[config.mk]
export PLATFORM = sky130hd
export DESIGN_NAME = mouse_packet_decoder
export DESIGN_NICKNAME = d
export VERILOG_FILES = /design/src/rtl/mpd_pkg.sv /design/src/rtl/mouse_packet_decoder.sv /design/src/rtl/mpd_core.sv
export SDC_FILE = /design/constraint.sdc
export NUM_CORES = 1
export LEC_CHECK = 0
export ABC_AREA = 1
export BUFFER_PORTS_ARGS = -buffer_cell sky130_fd_sc_hd__buf_4
export CAP_MARGIN = 5
export CORE_MARGIN = 2
export CORE_UTILIZATION = 61
export CTS_CLUSTER_SIZE = 14
export DETAILED_ROUTE_END_ITERATION = 6
export HOLD_SLACK_MARGIN = 0.1
export MAX_ROUTING_LAYER = met4
export PLACE_DENSITY = 0.85
export SLEW_MARGIN = 20
export SYNTH_ARGS = -nofsm -noshare
export SYNTH_HDL_FRONTEND = slang
export SYNTH_SLANG_ARGS = --single-unit
[constraint.sdc]
create_clock -name i_clk -period 5.4 [get_ports i_clk]
set_input_delay 0.54 -clock i_clk [delete_from_list [all_inputs] [get_ports i_clk]]
set_output_delay 0.54 -clock i_clk [all_outputs]
set_load 0.03 [all_outputs]
[src/rtl/mpd_pkg.sv]
// ----------------------------------------------------------------------------
// mpd_pkg: shared types and constants of the mouse packet decoder
// Byte positions, flag bits, register indexes, limits and the status struct.
// ----------------------------------------------------------------------------
package mpd_pkg;

    // Bound register width and reset values
    localparam int BOUND_W = 12;
    localparam logic [BOUND_W-1:0] WIDTH_RESET  = 12'd1024;
    localparam logic [BOUND_W-1:0] HEIGHT_RESET = 12'd768;
    localparam logic [BOUND_W-1:0] BOUND_MARGIN = 12'd2;

    // Configuration register indexes
    localparam int CFG_INDEX_W = 1;
    localparam logic [CFG_INDEX_W-1:0] REG_SCREEN_WIDTH  = 1'b0;
    localparam logic [CFG_INDEX_W-1:0] REG_SCREEN_HEIGHT = 1'b1;

    // Item kinds on the input tuser
    localparam logic KIND_BYTE  = 1'b0;
    localparam logic KIND_FRAME = 1'b1;

    // Position of the next byte within a packet
    localparam logic [1:0] IDX_FLAGS = 2'd0;
    localparam logic [1:0] IDX_DX    = 2'd1;
    localparam logic [1:0] IDX_DY    = 2'd2;

    // Bits of the flags byte
    localparam int FLAG_LEFT  = 0;
    localparam int FLAG_RIGHT = 1;
    localparam int FLAG_SYNC  = 3;
    localparam int FLAG_X_OVF = 6;
    localparam int FLAG_Y_OVF = 7;

    // Delta limits
    localparam int DELTA_W = 7;
    localparam logic signed [DELTA_W-1:0] DELTA_LIMIT = 7'sd40;
    localparam logic signed [DELTA_W-1:0] DELTA_FLOOR = -7'sd40;

    // Button and event status of one result
    typedef struct packed {
        logic packet_done;
        logic left_released;
        logic left_pressed;
        logic right_button;
        logic left_button;
    } t_status;

    localparam int STATUS_W = $bits(t_status);

    // Take a raw delta byte as two's complement and clamp it to the limits
    function automatic logic signed [DELTA_W-1:0] clamp_delta(input logic [7:0] raw);
        logic signed [7:0] v;
        logic signed [DELTA_W-1:0] res;
        v = signed'(raw);
        if (v > DELTA_LIMIT) begin
            res = DELTA_LIMIT;
        end else if (v < DELTA_FLOOR) begin
            res = DELTA_FLOOR;
        end else begin
            res = v[DELTA_W-1:0];
        end
        return res;
    endfunction

endpackage

[src/rtl/mouse_packet_decoder.sv]
// ----------------------------------------------------------------------------
// mouse_packet_decoder: PS/2 mouse packet decoder with pointer tracking
// Assembles three-byte mouse packets, moves a clamped pointer and reports
// button levels and per-frame press and release events.
// ----------------------------------------------------------------------------
// Every accepted item, a mouse byte or a frame event, gives exactly one result
// through the registered output buffer. The block takes one item per cycle
// while o_s_tready is high; the state update is a single pass of clamp and add
// logic. A two-entry output buffer (result register plus skid register) lets an
// item be accepted while a finished result is still waiting, so s_tready only
// drops after the downstream side has stalled for two results. Bounds may be
// rewritten at any idle time and apply from the next completed packet; the
// pointer is not moved by a write.
module mouse_packet_decoder #(
    parameter int COORD_WIDTH = 12
) (
    input  logic                              i_clk,
    input  logic                              i_rst_n,
    // Input stream
    input  logic                              i_s_tvalid,
    output logic                              o_s_tready,
    input  logic [7:0]                        i_s_tdata,   // [7:0] rx_byte
    input  logic                              i_s_tuser,   // [0] kind
    // Result stream
    output logic                              o_m_tvalid,
    input  logic                              i_m_tready,
    // pos_x, pos_y, left_button, right_button, left_pressed, left_released,
    // packet_done, zero fill
    output logic [((2*COORD_WIDTH+mpd_pkg::STATUS_W+7)/8)*8-1:0] o_m_tdata,
    // Configuration writes
    input  logic                              i_cfg_we,
    input  logic [mpd_pkg::CFG_INDEX_W-1:0]   i_cfg_index,
    input  logic [mpd_pkg::BOUND_W-1:0]       i_cfg_data
);
    import mpd_pkg::*;

    localparam int PAYLOAD_W = 2 * COORD_WIDTH + STATUS_W;
    localparam int TDATA_W   = ((PAYLOAD_W + 7) / 8) * 8;

    logic [BOUND_W-1:0]     r_screen_width;
    logic [BOUND_W-1:0]     r_screen_height;
    logic                   w_in_xfer;
    logic                   w_out_xfer;
    logic [COORD_WIDTH-1:0] w_pos_x;
    logic [COORD_WIDTH-1:0] w_pos_y;
    t_status                w_status;
    logic [PAYLOAD_W-1:0]   w_payload;
    logic [PAYLOAD_W-1:0]   r_out_data;
    logic [PAYLOAD_W-1:0]   r_skid_data;
    logic                   r_out_valid;
    logic                   r_skid_valid;

    // Bound registers
    always_ff @(posedge i_clk) begin
        if (!i_rst_n) begin
            r_screen_width  <= WIDTH_RESET;
            r_screen_height <= HEIGHT_RESET;
        end else if (i_cfg_we) begin
            case (i_cfg_index)
                REG_SCREEN_WIDTH:  r_screen_width  <= i_cfg_data;
                REG_SCREEN_HEIGHT: r_screen_height <= i_cfg_data;
                default: ;
            endcase
        end
    end

    assign o_s_tready = !r_skid_valid;
    assign w_in_xfer  = i_s_tvalid && o_s_tready;
    assign w_out_xfer = r_out_valid && i_m_tready;

    mpd_core #(
        .COORD_WIDTH (COORD_WIDTH)
    ) u_core (
        .i_clk    (i_clk),
        .i_rst_n  (i_rst_n),
        .i_valid  (w_in_xfer),
        .i_kind   (i_s_tuser),
        .i_byte   (i_s_tdata),
        .i_width  (r_screen_width),
        .i_height (r_screen_height),
        .o_pos_x  (w_pos_x),
        .o_pos_y  (w_pos_y),
        .o_status (w_status)
    );

    assign w_payload = {w_status, w_pos_y, w_pos_x};

    // Output buffer: load the result register, spill to skid when it is held
    always_ff @(posedge i_clk) begin
        if (!i_rst_n) begin
            r_out_valid  <= 1'b0;
            r_skid_valid <= 1'b0;
        end else if (r_skid_valid) begin
            if (w_out_xfer) begin
                r_out_valid  <= 1'b1;
                r_skid_valid <= 1'b0;
            end
        end else if (w_in_xfer) begin
            if (!r_out_valid || w_out_xfer) begin
                r_out_valid <= 1'b1;
            end else begin
                r_skid_valid <= 1'b1;
            end
        end else if (w_out_xfer) begin
            r_out_valid <= 1'b0;
        end
    end

    // Payload registers
    always_ff @(posedge i_clk) begin
        if (r_skid_valid) begin
            if (w_out_xfer) begin
                r_out_data <= r_skid_data;
            end
        end else if (w_in_xfer) begin
            if (!r_out_valid || w_out_xfer) begin
                r_out_data <= w_payload;
            end else begin
                r_skid_data <= w_payload;
            end
        end
    end

    assign o_m_tvalid = r_out_valid;
    assign o_m_tdata  = TDATA_W'(r_out_data);

endmodule

[src/rtl/mpd_core.sv]
// ----------------------------------------------------------------------------
// mpd_core: packet assembly, pointer tracking and button event state
// Updates the decoder state on each transfer and presents the result of it.
// ----------------------------------------------------------------------------
module mpd_core #(
    parameter int COORD_WIDTH = 12
) (
    input  logic                         i_clk,
    input  logic                         i_rst_n,
    input  logic                         i_valid,
    input  logic                         i_kind,
    input  logic [7:0]                   i_byte,
    input  logic [mpd_pkg::BOUND_W-1:0]  i_width,
    input  logic [mpd_pkg::BOUND_W-1:0]  i_height,
    output logic [COORD_WIDTH-1:0]       o_pos_x,
    output logic [COORD_WIDTH-1:0]       o_pos_y,
    output mpd_pkg::t_status             o_status
);
    import mpd_pkg::*;

    localparam int SUM_W = COORD_WIDTH + 2;
    localparam int CMP_W = ((COORD_WIDTH > BOUND_W) ? COORD_WIDTH : BOUND_W) + 2;
    localparam logic [COORD_WIDTH-1:0] X_RESET = COORD_WIDTH'(120);
    localparam logic [COORD_WIDTH-1:0] Y_RESET = COORD_WIDTH'(90);

    // Clamp a moved coordinate to 0..bound-2 (limit 0 for bounds below two)
    function automatic logic [COORD_WIDTH-1:0] fit_coord(
        input logic signed [SUM_W-1:0]   v,
        input logic [BOUND_W-1:0]        bound
    );
        logic [BOUND_W-1:0]      lim;
        logic signed [CMP_W-1:0] v_w;
        logic signed [CMP_W-1:0] lim_w;
        logic signed [CMP_W-1:0] res;
        lim   = (bound < BOUND_MARGIN) ? '0 : bound - BOUND_MARGIN;
        v_w   = CMP_W'(v);
        lim_w = signed'(CMP_W'(lim));
        if (v_w < 0) begin
            res = '0;
        end else if (v_w > lim_w) begin
            res = lim_w;
        end else begin
            res = v_w;
        end
        return res[COORD_WIDTH-1:0];
    endfunction

    logic [1:0]             r_byte_index, n_byte_index;
    logic [7:0]             r_first_byte, n_first_byte;
    logic [7:0]             r_second_byte, n_second_byte;
    logic [COORD_WIDTH-1:0] r_cursor_x, n_cursor_x;
    logic [COORD_WIDTH-1:0] r_cursor_y, n_cursor_y;
    logic                   r_left_level, n_left_level;
    logic                   r_right_level, n_right_level;
    logic [7:0]             r_press_count, n_press_count;
    logic [7:0]             r_release_count, n_release_count;
    logic                   r_left_at_frame, n_left_at_frame;
    logic                   r_pressed_flag, n_pressed_flag;
    logic                   r_released_flag, n_released_flag;
    logic                   w_done;

    logic signed [DELTA_W-1:0] w_dx;
    logic signed [DELTA_W-1:0] w_dy;
    logic signed [SUM_W-1:0]   w_sum_x;
    logic signed [SUM_W-1:0]   w_sum_y;
    logic                      w_left;

    // Deltas of a completing packet, zeroed on overflow
    assign w_dx = r_first_byte[FLAG_X_OVF] ? '0 : clamp_delta(r_second_byte);
    assign w_dy = r_first_byte[FLAG_Y_OVF] ? '0 : clamp_delta(i_byte);
    assign w_sum_x = signed'({2'b00, r_cursor_x}) + SUM_W'(w_dx);
    assign w_sum_y = signed'({2'b00, r_cursor_y}) - SUM_W'(w_dy);
    assign w_left  = r_first_byte[FLAG_LEFT];

    // Next state for the item in transfer
    always_comb begin
        n_byte_index    = r_byte_index;
        n_first_byte    = r_first_byte;
        n_second_byte   = r_second_byte;
        n_cursor_x      = r_cursor_x;
        n_cursor_y      = r_cursor_y;
        n_left_level    = r_left_level;
        n_right_level   = r_right_level;
        n_press_count   = r_press_count;
        n_release_count = r_release_count;
        n_left_at_frame = r_left_at_frame;
        n_pressed_flag  = r_pressed_flag;
        n_released_flag = r_released_flag;
        w_done          = 1'b0;
        if (i_kind == KIND_FRAME) begin
            // Turn counts and level change into flags, then restart counting
            n_pressed_flag  = (r_press_count != '0) || (r_left_level && !r_left_at_frame);
            n_released_flag = (r_release_count != '0) || (!r_left_level && r_left_at_frame);
            n_left_at_frame = r_left_level;
            n_press_count   = '0;
            n_release_count = '0;
        end else begin
            case (r_byte_index)
                IDX_FLAGS: begin
                    // Drop a first byte without the sync bit
                    if (i_byte[FLAG_SYNC]) begin
                        n_first_byte = i_byte;
                        n_byte_index = IDX_DX;
                    end
                end
                IDX_DX: begin
                    n_second_byte = i_byte;
                    n_byte_index  = IDX_DY;
                end
                default: begin
                    // Complete the packet: move, clamp, track buttons
                    n_byte_index  = IDX_FLAGS;
                    w_done        = 1'b1;
                    n_cursor_x    = fit_coord(w_sum_x, i_width);
                    n_cursor_y    = fit_coord(w_sum_y, i_height);
                    if (w_left && !r_left_level) begin
                        n_press_count = r_press_count + 8'd1;
                    end
                    if (!w_left && r_left_level) begin
                        n_release_count = r_release_count + 8'd1;
                    end
                    n_left_level  = w_left;
                    n_right_level = r_first_byte[FLAG_RIGHT];
                end
            endcase
        end
    end

    // Advance the state on a transfer
    always_ff @(posedge i_clk) begin
        if (!i_rst_n) begin
            r_byte_index    <= IDX_FLAGS;
            r_first_byte    <= '0;
            r_second_byte   <= '0;
            r_cursor_x      <= X_RESET;
            r_cursor_y      <= Y_RESET;
            r_left_level    <= 1'b0;
            r_right_level   <= 1'b0;
            r_press_count   <= '0;
            r_release_count <= '0;
            r_left_at_frame <= 1'b0;
            r_pressed_flag  <= 1'b0;
            r_released_flag <= 1'b0;
        end else if (i_valid) begin
            r_byte_index    <= n_byte_index;
            r_first_byte    <= n_first_byte;
            r_second_byte   <= n_second_byte;
            r_cursor_x      <= n_cursor_x;
            r_cursor_y      <= n_cursor_y;
            r_left_level    <= n_left_level;
            r_right_level   <= n_right_level;
            r_press_count   <= n_press_count;
            r_release_count <= n_release_count;
            r_left_at_frame <= n_left_at_frame;
            r_pressed_flag  <= n_pressed_flag;
            r_released_flag <= n_released_flag;
        end
    end

    // Result reflects the state after this item
    assign o_pos_x                = n_cursor_x;
    assign o_pos_y                = n_cursor_y;
    assign o_status.left_button   = n_left_level;
    assign o_status.right_button  = n_right_level;
    assign o_status.left_pressed  = n_pressed_flag;
    assign o_status.left_released = n_released_flag;
    assign o_status.packet_done   = w_done;

endmodule

# Word-level counts from Yosys, hierarchy flattened
# Cells that the tools add are included.
# totals
reg_bits	147
in_bits	27
out_inout_bits	34
# op_classes
add_sub_neg	6
n_lt_le_gt_ge	10
n_eq_ne	5
mux	45
bitwise	4
reduce_logical	34
# op_table
cell	count
$mux 12	10
$mux 29	4
$mux 8	6
$mux 7	6
$gt 14x13->1	2
$lt 14x1->1 const B	2
$lt 12x2->1 const B	2
$sub 12x2->12 const B	2
$reduce_and 3->1	7
$mux 1	17
$add 8x1->8 const B	2
$gt 8x7->1 const B	2
$lt 8x7->1 const B	2
$reduce_bool 8->1	2
$add 13x7->14	1
$sub 13x7->14	1
$reduce_bool 2->1	5
$logic_and 1x1->1	6
$reduce_and 2->1	3
$logic_not 1->1	5
$ne 2x2->1 const B	2
$not 1->1	4
$pmux 2 s2	1
$reduce_and 4->1	1
other kinds (7)	9

# Longest topological paths before layout
# Gate-level depths: netlist of the first run.
# logic_depth
depth_word	13
mapped_depth	34

# Modules after synthesis
# A second synthesis of the first run with hierarchy kept.
# unflattened
cells_unflattened	1230
hier_area_um2	9068.7
# by_module_without_submodules
module	n_inst	cells_each	area_per_inst_um2
mpd_core	1	946	5929.4
mouse_packet_decoder	1	284	3139.3

# Least setup slack after synthesis of the first run
# Ideal clock, no wire load.
# synth_path
kind	input port to flip-flop
startpoint	in i_s_tdata[0]
endpoint	reg r_out_data[22], data pin
t_arrival_ns	3.742
slack_ns	1.405
cell_stages	31
path_buffers	1
path_cell_list	inv_1 a31oi_1 o21ai_0 a21oi_1 inv_1 nand2_1 nor3_1 ha_1 inv_1 fa_1 nand3_1 nand2_1 a21o_1 xor2_1 inv_1 ha_1 nand2_1 nor2_1 nor3_1 nand2_1 nand2_1 nand2_1 nand2_1 clkbuf_1 nand3_1 nand2_2 inv_2 nand2_2 nand2_2 nand2_1 nand2_1
# synth_between
elab_chain_len	13
word_cells_on_any_way	15
# synth_lines
element	line	text
start: declaration	mouse_packet_decoder.sv:22	input logic [7:0] i_s_tdata,
$lt 8x7->1	mpd_pkg.sv:57	end else if (v < DELTA_FLOOR) begin
$mux 7	mpd_pkg.sv:57	
$mux 7 (*)	mpd_pkg.sv:55	if (v > DELTA_LIMIT) begin
$mux 7 (*)	mpd_core.sv:70	assign w_dy = r_first_byte[FLAG_Y_OVF] ? '0 : clamp_delta(i_byte);
$sub 13x7->14 (*)	mpd_core.sv:72	assign w_sum_y = signed'({2'b00, r_cursor_y}) - SUM_W'(w_dy);
$gt 14x13->1	mpd_core.sv:40	end else if (v_w > lim_w) begin
$mux 12	mpd_core.sv:40	
$mux 12 (*)	mpd_core.sv:38	if (v_w < 0) begin
$mux 12 (*)	mpd_core.sv:98	case (r_byte_index)
$mux 12 (*)	mpd_core.sv:90	if (i_kind == KIND_FRAME) begin
via u_core.o_pos_y[10]	mpd_core.sv:16	output logic [COORD_WIDTH-1:0] o_pos_y,
$mux 29 (*)	mouse_packet_decoder.sv:116	if (!r_out_valid || w_out_xfer) begin
$mux 29 (*)	mouse_packet_decoder.sv:115	end else if (w_in_xfer) begin
$mux 29 (*)	mouse_packet_decoder.sv:111	if (r_skid_valid) begin
end signal: assignment	mouse_packet_decoder.sv:113	r_out_data <= r_skid_data;
end signal: assignment	mouse_packet_decoder.sv:117	r_out_data <= w_payload;
end: declaration	mouse_packet_decoder.sv:48	logic [PAYLOAD_W-1:0] r_out_data;
# Mark *: on every way through the listed nets, which the timed path passes. The rest lies on a longest branch. The select of a mux whose other input is x is not followed.
# A chain may end at the register's enable or synchronous reset.

# Worst setup path in the final report of the first run
# layout_path
startpoint	reg u_core.r_second_byte[3]
endpoint	reg r_out_data[10], data pin
# layout_between
elab_chain_len	13
word_cells_on_any_way	15
# layout_lines
element	line	text
start: declaration	mpd_core.sv:50	logic [7:0] r_second_byte, n_second_byte;
start signal: assignment	mpd_core.sv:147	r_second_byte <= n_second_byte;
$lt 8x7->1	mpd_pkg.sv:57	
$mux 7	mpd_pkg.sv:57	
$mux 7 (*)	mpd_pkg.sv:55	
$mux 7 (*)	mpd_core.sv:69	assign w_dx = r_first_byte[FLAG_X_OVF] ? '0 : clamp_delta(r_second_byte);
$add 13x7->14 (*)	mpd_core.sv:71	assign w_sum_x = signed'({2'b00, r_cursor_x}) + SUM_W'(w_dx);
$gt 14x13->1	mpd_core.sv:40	
$mux 12	mpd_core.sv:40	
$mux 12 (*)	mpd_core.sv:38	
$mux 12 (*)	mpd_core.sv:98	
$mux 12 (*)	mpd_core.sv:90	
via u_core.o_pos_x[10]	mpd_core.sv:15	output logic [COORD_WIDTH-1:0] o_pos_x,
$mux 29 (*)	mouse_packet_decoder.sv:116	
$mux 29 (*)	mouse_packet_decoder.sv:115	
$mux 29 (*)	mouse_packet_decoder.sv:111	
# Marks and branches as above.

==> flow_summary.yaml, run 1 <==
logic_synthesis:
  async_flop_share: 0
  synth_seq_cells: 143
  ys_warn_count: 0
  yosysTopAreaCellShare: 0.1966
  synth.largest_area_cell: "edfxtp_1"
  yosysUniqueCellTypes: 47
  synthTopCellsByArea: "edfxtp_1 (20%), dfxtp_1 (19%), nand2_1 (13%)"
  avgSynthCellArea_um2: 7.341
  syn_inst: 1207
  ys_seq_area_frac: 0.3886
  synth_edf_count: 58
  syn_area_um2: 8861
  synth_commonest_cells: "nand2_1 (305), inv_1 (160), nor2_1 (104)"
  synth_most_common_cell: "nand2_1"
  synth-main-ff-cell: "dfxtp_1"
sta:
  max_slew.worst_pin.slew_ps: 826.5
  fmax_mhz: 219.0
  rsz0062_at_grt: "false"
  fin_worst_skew_ps: 8.619
  slew_headroom: 0.4490
  fin_setup_tns_ps: 0
  setup_violations: 0
  slew_violations: 0
  finalHoldViolations: 0
  min_period_ps: 4566
  post-route-period-util: 0.8456
die:
  dieWidth_um: 124.5
  start_util: 0.6167
  die_area_um2: 15510
  rows: 44
  ios: 61
  die_y_um: 124.5
  fp.coreArea_um2: 14370
pwr:
  cellPowerDensity_nw_per_um2: 322.5
  pwr-share-comb: 0.239
  intPower_mw: 2.191
  p_clk_frac: 0.378
  p_sw_frac: 0.3181
  power_frac_seq: 0.384
  power_leakage_nw: 4.798
  peakVddDrop_mv: 0.2487
  power.switching_mw: 1.022
routing:
  viasPerCell: 5.553
  ant_nets: 0
  route.detailed.drc: 0
  wl_um: 22180
  drtPass1Iterations: 5
  drt_iter0_drc: 722
  vias: 8046
  wire_per_inst_um: 15.31
setup_path:
  cpMaxStageDelayCell: "nor4_1"
  critical_path_class: "flip-flop to flip-flop"
  startpoint_type: "flip-flop"
  slowest_delay_ps: 330
  end_kind: "flip-flop"
  reg2reg_depth: 31
  critical_path_arrival_ps: 4750
  crit_path_frequent_cell: "nand2_1"
  critPathRequiredTime_ps: 5580
  cp_max_fo: 13
placement:
  portBuffers: 57
  hpwl_um: 16270
  place.gp.congestion: 0.8990
  placed_cells: 1417
global_routing:
  grt_first_pass_wirelength_um: 36330
  grt_pass1_vias: 7416
  grt_max_degree: 45
  antenna_found_initial: 0
  overflow: 0
  gr-usage-all-layers: 0.2983
cts:
  clock-sinks: 143
  cts_setup_buffers: 0
  cts_buffers: 17
  htree_levels: 4
  hold_buffers: 0
  insertion_delay_ps: 420
  ctsResizeCount: 0
  root_buffer: "clkbuf_16"
  cts_buffer_depth: 2
  clk_pin_slew_ps: 60
  cts_tree: "built"
finish:
  nets: 1338
  layout.cells.non_filler: 1449
  diodes: 0
  layout-area-overhead-vs-synth_pct: 12.44
  drive_gt1_frac: 0.1162
  fillers: 1123
worst_hold_path:
  worstHoldPathCells: 3
  hp-class: "input pin to flip-flop"
flow_run:
  drv_cap: 0
status:
  outcome: "complete, no violations"
path summary, 6_finish.rpt:
| kind | endpoint | from | slack [ps] |
|---|---|---|---|
| worst max-delay path | r_out_data[10] | u_core.r_second_byte[3] | 830 |
| worst min-delay path | r_screen_width[0] | i_cfg_data[0] | 360 |
| worst max register to register | r_out_data[10] | u_core.r_second_byte[3] | 830 |
| worst min register to register | u_core.r_first_byte[1] | u_core.r_first_byte[1] | 450 |
area by class of cell:
class,instances,area (um2),share of cell area
clock buffer,18,429.2,0.04307
multi-input combinational,861,4577,0.4594
tap,184,230.2,0.02311
timing repair buffer,61,457.9,0.04596
inverter,168,646.9,0.06493
sequential,143,3443,0.3456
clock inverter,14,178.9,0.01796
critical path: cells and delay by family (launching register included):
kind                       cells  cell delay, ps
and+or+nand+nor               20            2280
AOI/OAI and AO/OA              5             700
adders and majority gates      2             620
DFF                            1             310
xor gates and xnor gates       1             220
buffers and inverters          3             180
flip-flops by register name (all words and copies together) (netlist names), 4 cells and up:
name	flops
r_out_data	29
r_screen_height	12
r_screen_width	12
r_skid_data	29
u_core.r_cursor_x	12
u_core.r_cursor_y	12
u_core.r_first_byte	4
u_core.r_press_count	8
u_core.r_release_count	8
u_core.r_second_byte	8
power by group through the flow:
stage | Sequential [mW] | Clock (mW) | Combinational (mW)
detailed placement | 1.25 | 0 | 0.750
floorplan | 1.29 | 0 | 0.536
global placement | 1.25 | 0 | 0.736
finish | 1.23 | 1.21 | 0.767
global route | 1.24 | 1.27 | 0.864
CTS | 1.23 | 1.22 | 0.759
stage by stage:
stage / power, mW / setup slack, ps / hold slack (ps) / util / instance area [um2]
after floorplan: 1.827 / 1405 / 413.8 / - / 8869
after CTS: 3.212 / 889.3 / 355.6 / 0.6934 / 9963
final: 3.213 / 833.8 / 364.4 / 0.6934 / 9963
after global placement: 1.987 / 836.1 / 446.7 / 0.6511 / 9355
after detailed placement: 2.004 / 657.3 / 445.6 / 0.6511 / 9355
after global routing: 3.371 / 315.3 / 355.6 / 0.6934 / 9963
cells in the final DEF, fill, tap and decap left out, types with 4 or more instances in the layout:
master,netlist,layout
a211oi_1,5,5
a21oi_1,96,95
a31oi_1,12,12
buf_4,6,61
clkbuf_16,0,17
clkinv_1,3,4
dfxtp_1,85,85
edfxtp_1,58,58
ha_1,57,57
inv_1,160,160
inv_6,0,5
nand2_1,305,305
nand2_2,20,20
nand3_1,91,91
nand3_2,5,5
nand3b_1,4,4
nand4_1,13,13
nor2_1,104,103
nor3_1,16,16
nor3_2,6,6
o211ai_1,5,5
o21ai_0,67,67
o21ai_2,6,6
xor2_1,17,17
kinds of logic after synthesis:
kind of cell | Yosys count | share of synthesized area
AO/OA/AOI/OAI | 202 | 0.1251
XOR/XNOR | 20 | 0.01977
adder cells (fa/ha/maj) | 59 | 0.08500
buffers and inverters | 205 | 0.09644
flip-flops | 143 | 0.3886
other | 1 | 0.0004232
AND/OR/NAND/NOR | 577 | 0.2847
per-layer routing:
layer  routed length (um)  part of all wire  global-route usage  up-vias
met5                    0                 0                   -        -
met4                  439             0.020             0.09914        0
met3                 1551             0.070             0.04854       39
met2                10210              0.46              0.4706      324
met1                 9980              0.45              0.3947     3636
li1                     -                 -                   -     4047
Power figures use the tool's default switching activity.
==> run 2: changes to the inputs <==
--- a/config.mk
+++ b/config.mk
@@ -9,12 +9,12 @@
 export BUFFER_PORTS_ARGS = -buffer_cell sky130_fd_sc_hd__buf_4
 export CAP_MARGIN = 5
 export CORE_MARGIN = 2
-export CORE_UTILIZATION = 61
+export CORE_UTILIZATION = 56
 export CTS_CLUSTER_SIZE = 14
 export DETAILED_ROUTE_END_ITERATION = 6
 export HOLD_SLACK_MARGIN = 0.1
 export MAX_ROUTING_LAYER = met4
-export PLACE_DENSITY = 0.85
+export PLACE_DENSITY = 0.83
 export SLEW_MARGIN = 20
 export SYNTH_ARGS = -nofsm -noshare
 export SYNTH_HDL_FRONTEND = slang
==> constraint.sdc (replaced) <==
create_clock -name i_clk -period 3.8 [get_ports i_clk]
set_input_delay 0.38 -clock i_clk [delete_from_list [all_inputs] [get_ports i_clk]]
set_output_delay 0.38 -clock i_clk [all_outputs]
set_load 0.03 [all_outputs]
==> run 2 against run 1 <==
Against the previous run:
- the flow now finishes with violations (setup timing)
- setup slack worse by 1100 ps
- clock power is 50% higher
- cell area is 15% higher
- total power is 58% higher
- core utilization is 5.4 points higher
- non-clock buffer count is 98 higher
- die area is 8.6% higher
==> flow_summary.yaml, run 2 (synthesis gave the netlist of run 1 again) <==
status:
  outcome: "finished, violations left"
  failed_checks: "setup timing"
sta:
  min_period_ps: 4072
  setup_slack_ps: -272.1
  slew_headroom: 0.5550
  max_slew.worst_pin.slew_ps: 660.5
  rsz0062_at_grt: "true"
  finalHoldViolations: 0
  fin_setup_tns_ps: -6483
  setup_violations: 37
  post-route-period-util: 1.072
  fmax_mhz: 245.6
  fin_worst_skew_ps: 10.23
  slew_violations: 0
routing:
  drt_iter0_drc: 886
  ant_nets: 0
  wl_um: 25270
  viasPerCell: 5.496
  drtPass1Iterations: 5
  route.detailed.drc: 0
  vias: 8661
  wire_per_inst_um: 16.03
cts:
  insertion_delay_ps: 430
  htree_levels: 4
  clk_pin_slew_ps: 70
  hold_buffers: 0
  clock-sinks: 143
  cts_buffers: 17
  cts_tree: "built"
  root_buffer: "clkbuf_16"
  cts_buffer_depth: 2
setup_path:
  end_kind: "flip-flop"
  cpMaxStageDelayCell: "fa_2"
  critical_path_class: "flip-flop to flip-flop"
  rrSetupSlack_ps: -270
  startpoint_type: "flip-flop"
  crit_path_frequent_cell: "nand2_1"
  r2r-start: "u_core.r_second_byte[1]"
  r2r-end: "r_out_data[0]"
  slowest_delay_ps: 380
  cp_max_fo: 6
  reg2reg_depth: 28
  critical_path_arrival_ps: 4260
  critPathRequiredTime_ps: 3980
finish:
  layout.cells.non_filler: 1576
  nets: 1438
  final_cell_mix: "nand2_1 (272), inv_1 (148), buf_4 (148)"
  layout-area-overhead-vs-synth_pct: 29.19
  reg.largest.list: "r_out_data x29, r_skid_data x29"
  fin_area_um2: 11450
  final_common_cell: "nand2_1"
  diodes: 0
  fillers: 1087
  drive_gt1_frac: 0.2725
worst_hold_path:
  worstHoldPathCells: 3
  hp-class: "input pin to flip-flop"
  hold_end: "r_screen_height[8]"
  min-delay-start: "i_cfg_data[8]"
die:
  die_y_um: 129.8
  fp.coreArea_um2: 15310
  dieWidth_um: 129.8
  start_util: 0.5786
  rows: 45
  die_area_um2: 16850
  ios: 61
pwr:
  cellPowerDensity_nw_per_um2: 443.0
  peakVddDrop_mv: 0.3662
  power_leakage_nw: 5.400
  power_mw: 5.071
placement:
  place.gp.congestion: 0.9557
  placed_cells: 1520
  hpwl_um: 17090
  dpl_cell_area_um2: 9960
  portBuffers: 57
global_routing:
  gr-usage-all-layers: 0.3016
  grt_pass1_vias: 7821
  overflow: 0
  grt_max_degree: 45
  antenna_found_initial: 0
  grt_first_pass_wirelength_um: 38700
flow_run:
  drv_cap: 0
## run 2: changes by cell type in the layout (fill, tap and decap cells not counted), sizes merged
| cell | delta |
|---|---|
| inv | -1 |
| nand2 | +2 |
| clkinvlp | +1 |
| buf | +98 |
| bufinv | +1 |
| clkbuf | +1 |
| clkinv | -2 |
## run 2: critical path, delay by kind of cell, from the launching register on
kind / cells / cell delay, ps
buffers and inverters: 4 / 550
xor gates and xnor gates: 1 / 120
and+or+nand+nor: 18 / 1890
AOI/OAI and AO/OA: 3 / 260
DFF: 1 / 340
adders and majority gates: 2 / 650
## run 2: final cells by class
class                      instances  area (um2)  share of cell area
clock inverter                    13       198.9             0.01738
clock buffer                      19       442.9             0.03869
tap                              211       264.0             0.02306
sequential                       143        3448              0.3012
inverter                         168       649.4             0.05673
multi-input combinational        863        5201              0.4544
timing repair buffer             159        1242              0.1085
## run 2: worst max path at each step
stage	end	startpoint	cells past startpoint	slack, ps
2_1_floorplan	r_out_data[22]	i_s_tdata[0]	31	80
3_3_place_gp	r_out_data[22]	i_s_tdata[0]	30	-480
3_5_place_dp	r_out_data[14]	i_s_tdata[0]	30	-480
4_1_cts	r_out_data[2]	u_core.r_second_byte[2]	29	-70
5_1_grt	r_out_data[8]	u_core.r_second_byte[1]	28	-470
6_report	r_out_data[0]	u_core.r_second_byte[1]	28	-270
## run 2: routing by layer
| layer | GRT usage | vias to the layer above | wire (um) |
|---|---|---|---|
| li1 | - | 4251 | - |
| met1 | 0.3968 | 3964 | 10850 |
| met2 | 0.4709 | 372 | 11770 |
| met3 | 0.06027 | 74 | 1929 |
| met4 | 0.09551 | 0 | 722 |
| met5 | - | - | 0 |
## run 2: where the power goes
group / switching, mW / internal, mW / total, mW
sequential: 0.0551 / 1.70 / 1.75
clock: 0.685 / 1.13 / 1.82
combinational: 0.916 / 0.587 / 1.50
## run 2: stage by stage
stage                     hold slack, ps  setup slack (ps)  utilization
final                              195.7            -272.1       0.7475
after global routing               207.3            -470.5       0.7475
after CTS                          198.7            -66.03       0.7073
after detailed placement           439.4            -484.7       0.6503
after global placement             431.6            -478.3       0.6503
after floorplan                    413.8             84.55            -
## run 2: what timing repair did
action | in CTS | in global routing
setup buffers | 7 | 14
setup endpoints to repair | 41 | 72
resized for setup | 43 | 127
pin swaps | 27 | 72
cloned | 2 | 1
==> run 3: changes to the inputs <==
--- a/config.mk
+++ b/config.mk
@@ -8,13 +8,15 @@
 export ABC_AREA = 1
 export BUFFER_PORTS_ARGS = -buffer_cell sky130_fd_sc_hd__buf_4
 export CAP_MARGIN = 5
+export CELL_PAD_IN_SITES_DETAIL_PLACEMENT = 1
+export CELL_PAD_IN_SITES_GLOBAL_PLACEMENT = 2
 export CORE_MARGIN = 2
-export CORE_UTILIZATION = 56
+export CORE_UTILIZATION = 32
 export CTS_CLUSTER_SIZE = 14
 export DETAILED_ROUTE_END_ITERATION = 6
 export HOLD_SLACK_MARGIN = 0.1
 export MAX_ROUTING_LAYER = met4
-export PLACE_DENSITY = 0.83
+export PLACE_DENSITY = 0.81
 export SLEW_MARGIN = 20
 export SYNTH_ARGS = -nofsm -noshare
 export SYNTH_HDL_FRONTEND = slang
==> run 3 against run 2 <==
Against the previous run:
- the run still ends with setup timing left
- sequential power is essentially flat
- via count shrank 1.4%
- register-to-register slack gained 80 ps
- clock skew grew 3.9 ps
- hold slack lost 1.6 ps
- non-clock buffer count grew 29
- die area grew 72%
- clock power shrank 4%
- cell count grew 12%
- maximum frequency grew 1.9%
- critical path depth grew 1
- core utilization shrank 30 points
- critical path type unchanged
- critical endpoint is now r_out_data[3]
- largest cell class unchanged
==> flow_summary.yaml, run 3 (synthesis gave the netlist of run 1 again) <==
finish:
  reg.largest.list: "r_out_data x29, r_skid_data x29"
  diodes: 0
  nets: 1467
  drive_gt1_frac: 0.3099
  final_common_cell: "nand2_1"
  final_cell_mix: "nand2_1 (257), buf_4 (169), inv_1 (151)"
  utilization: 0.4512
  layout-area-overhead-vs-synth_pct: 37.98
cts:
  cts_tree: "built"
  root_buffer: "clkbuf_16"
  htree_levels: 4
  hold_buffers: 0
  cts_buffers: 17
  clock-sinks: 143
  clk_pin_slew_ps: 70
  cts_buffer_depth: 2
  insertion_delay_ps: 440
sta:
  setup_violations: 36
  min_period_ps: 3996
  slew_violations: 0
  post-route-period-util: 1.052
  fin_setup_tns_ps: -4208
  fmax_mhz: 250.2
  max_slew.worst_pin.slew_ps: 903.2
  setup_slack_ps: -196.5
  holdWs_ps: 194.1
  finalHoldViolations: 0
  slew_headroom: 0.3979
  rsz0062_at_grt: "true"
  fin_worst_skew_ps: 14.13
setup_path:
  cp_top_family: "simple AND/OR/NAND/NOR gates"
  slowest_delay_ps: 310
  critical_path_arrival_ps: 4180
  critPathRequiredTime_ps: 3990
  cp_max_fo: 5
  cpMaxStageDelayCell: "dfxtp_1"
  end_kind: "flip-flop"
  worst-path-buf-inv: 6
  startpoint_type: "flip-flop"
  critical_path_class: "flip-flop to flip-flop"
routing:
  viasPerCell: 4.834
  route.detailed.drc: 0
  wl_um: 28790
  vias: 8537
  drt_iter0_drc: 383
  ant_nets: 0
  drtPass1Iterations: 5
  wire_per_inst_um: 16.30
global_routing:
  grt_max_degree: 45
  grt_pass1_vias: 8724
  gr-usage-all-layers: 0.2048
  grt_first_pass_wirelength_um: 45400
  antenna_found_initial: 0
  overflow: 0
die:
  ios: 61
  rows: 60
  start_util: 0.3270
  dieWidth_um: 170.4
  fp.coreArea_um2: 27100
  die_y_um: 170.4
  die_area_um2: 29040
pwr:
  power_leakage_nw: 5.602
  cellPowerDensity_nw_per_um2: 426.0
  peakVddDrop_mv: 0.2076
  power_mw: 5.208
placement:
  place.gp.congestion: 0.8635
  place_ws_ps: -505.6
  hpwl_um: 21160
  portBuffers: 57
worst_hold_path:
  hp-class: "input pin to flip-flop"
flow_run:
  drv_cap: 0
status:
  outcome: "finished, violations left"
  failed_checks: "setup timing"
==> run 3: layout make-up <==
| class | count | area (um2) |
|---|---|---|
| clock buffer | 17 | 425.4 |
| clock inverter | 15 | 188.9 |
| fill | 3298 | 14870 |
| inverter | 168 | 654.4 |
| multi-input combinational | 863 | 5544 |
| sequential | 143 | 3451 |
| tap | 372 | 465.4 |
| timing repair buffer | 188 | 1498 |
==> run 3: tightest hold or removal path: stages <==
cell,delay (ps)
buf_4,90
nor2_1,40
nor2_1,80
==> run 3: timing repair <==
| item | 4_1_cts | 5_1_grt |
|---|---|---|
| gates cloned | 2 | 2 |
| resized for setup | 80 | 162 |
| setup endpoints to repair | 36 | 72 |
| pin swaps | 42 | 74 |
| buffers inserted | 15 | 14 |
==> run 3: path summary, 6_finish.rpt <==
kind,depth (start not counted),from,end,slack (ps)
min,3,i_cfg_data[0],r_screen_width[0],190
max reg2reg,29,u_core.r_second_byte[3],r_out_data[3],-200
max,29,u_core.r_second_byte[3],r_out_data[3],-200
min reg2reg,1,u_core.r_release_count[7],u_core.r_release_count[7],450
==> run 3: routing by layer <==
metal	track usage	vias up	wire (um)
met4	0.03976	0	257
met1	0.2814	4102	14170
li1	-	4309	-
met3	0.02512	16	746
met2	0.3261	110	13610
met5	-	-	0
==> run 3: report_power, final <==
group	switching [mW]	internal, mW	total [mW]
combinational	1.01	0.701	1.71
sequential	0.0570	1.70	1.75
clock	0.796	0.951	1.75
==> run 3: through the flow <==
stage | cell area [um2] | cells
after global placement | 10310 | 1701
after floorplan | 8870 | 1209
after CTS | 11370 | 1750
final | 12230 | 1766
after detailed placement | 10310 | 1701
after global routing | 12230 | 1766
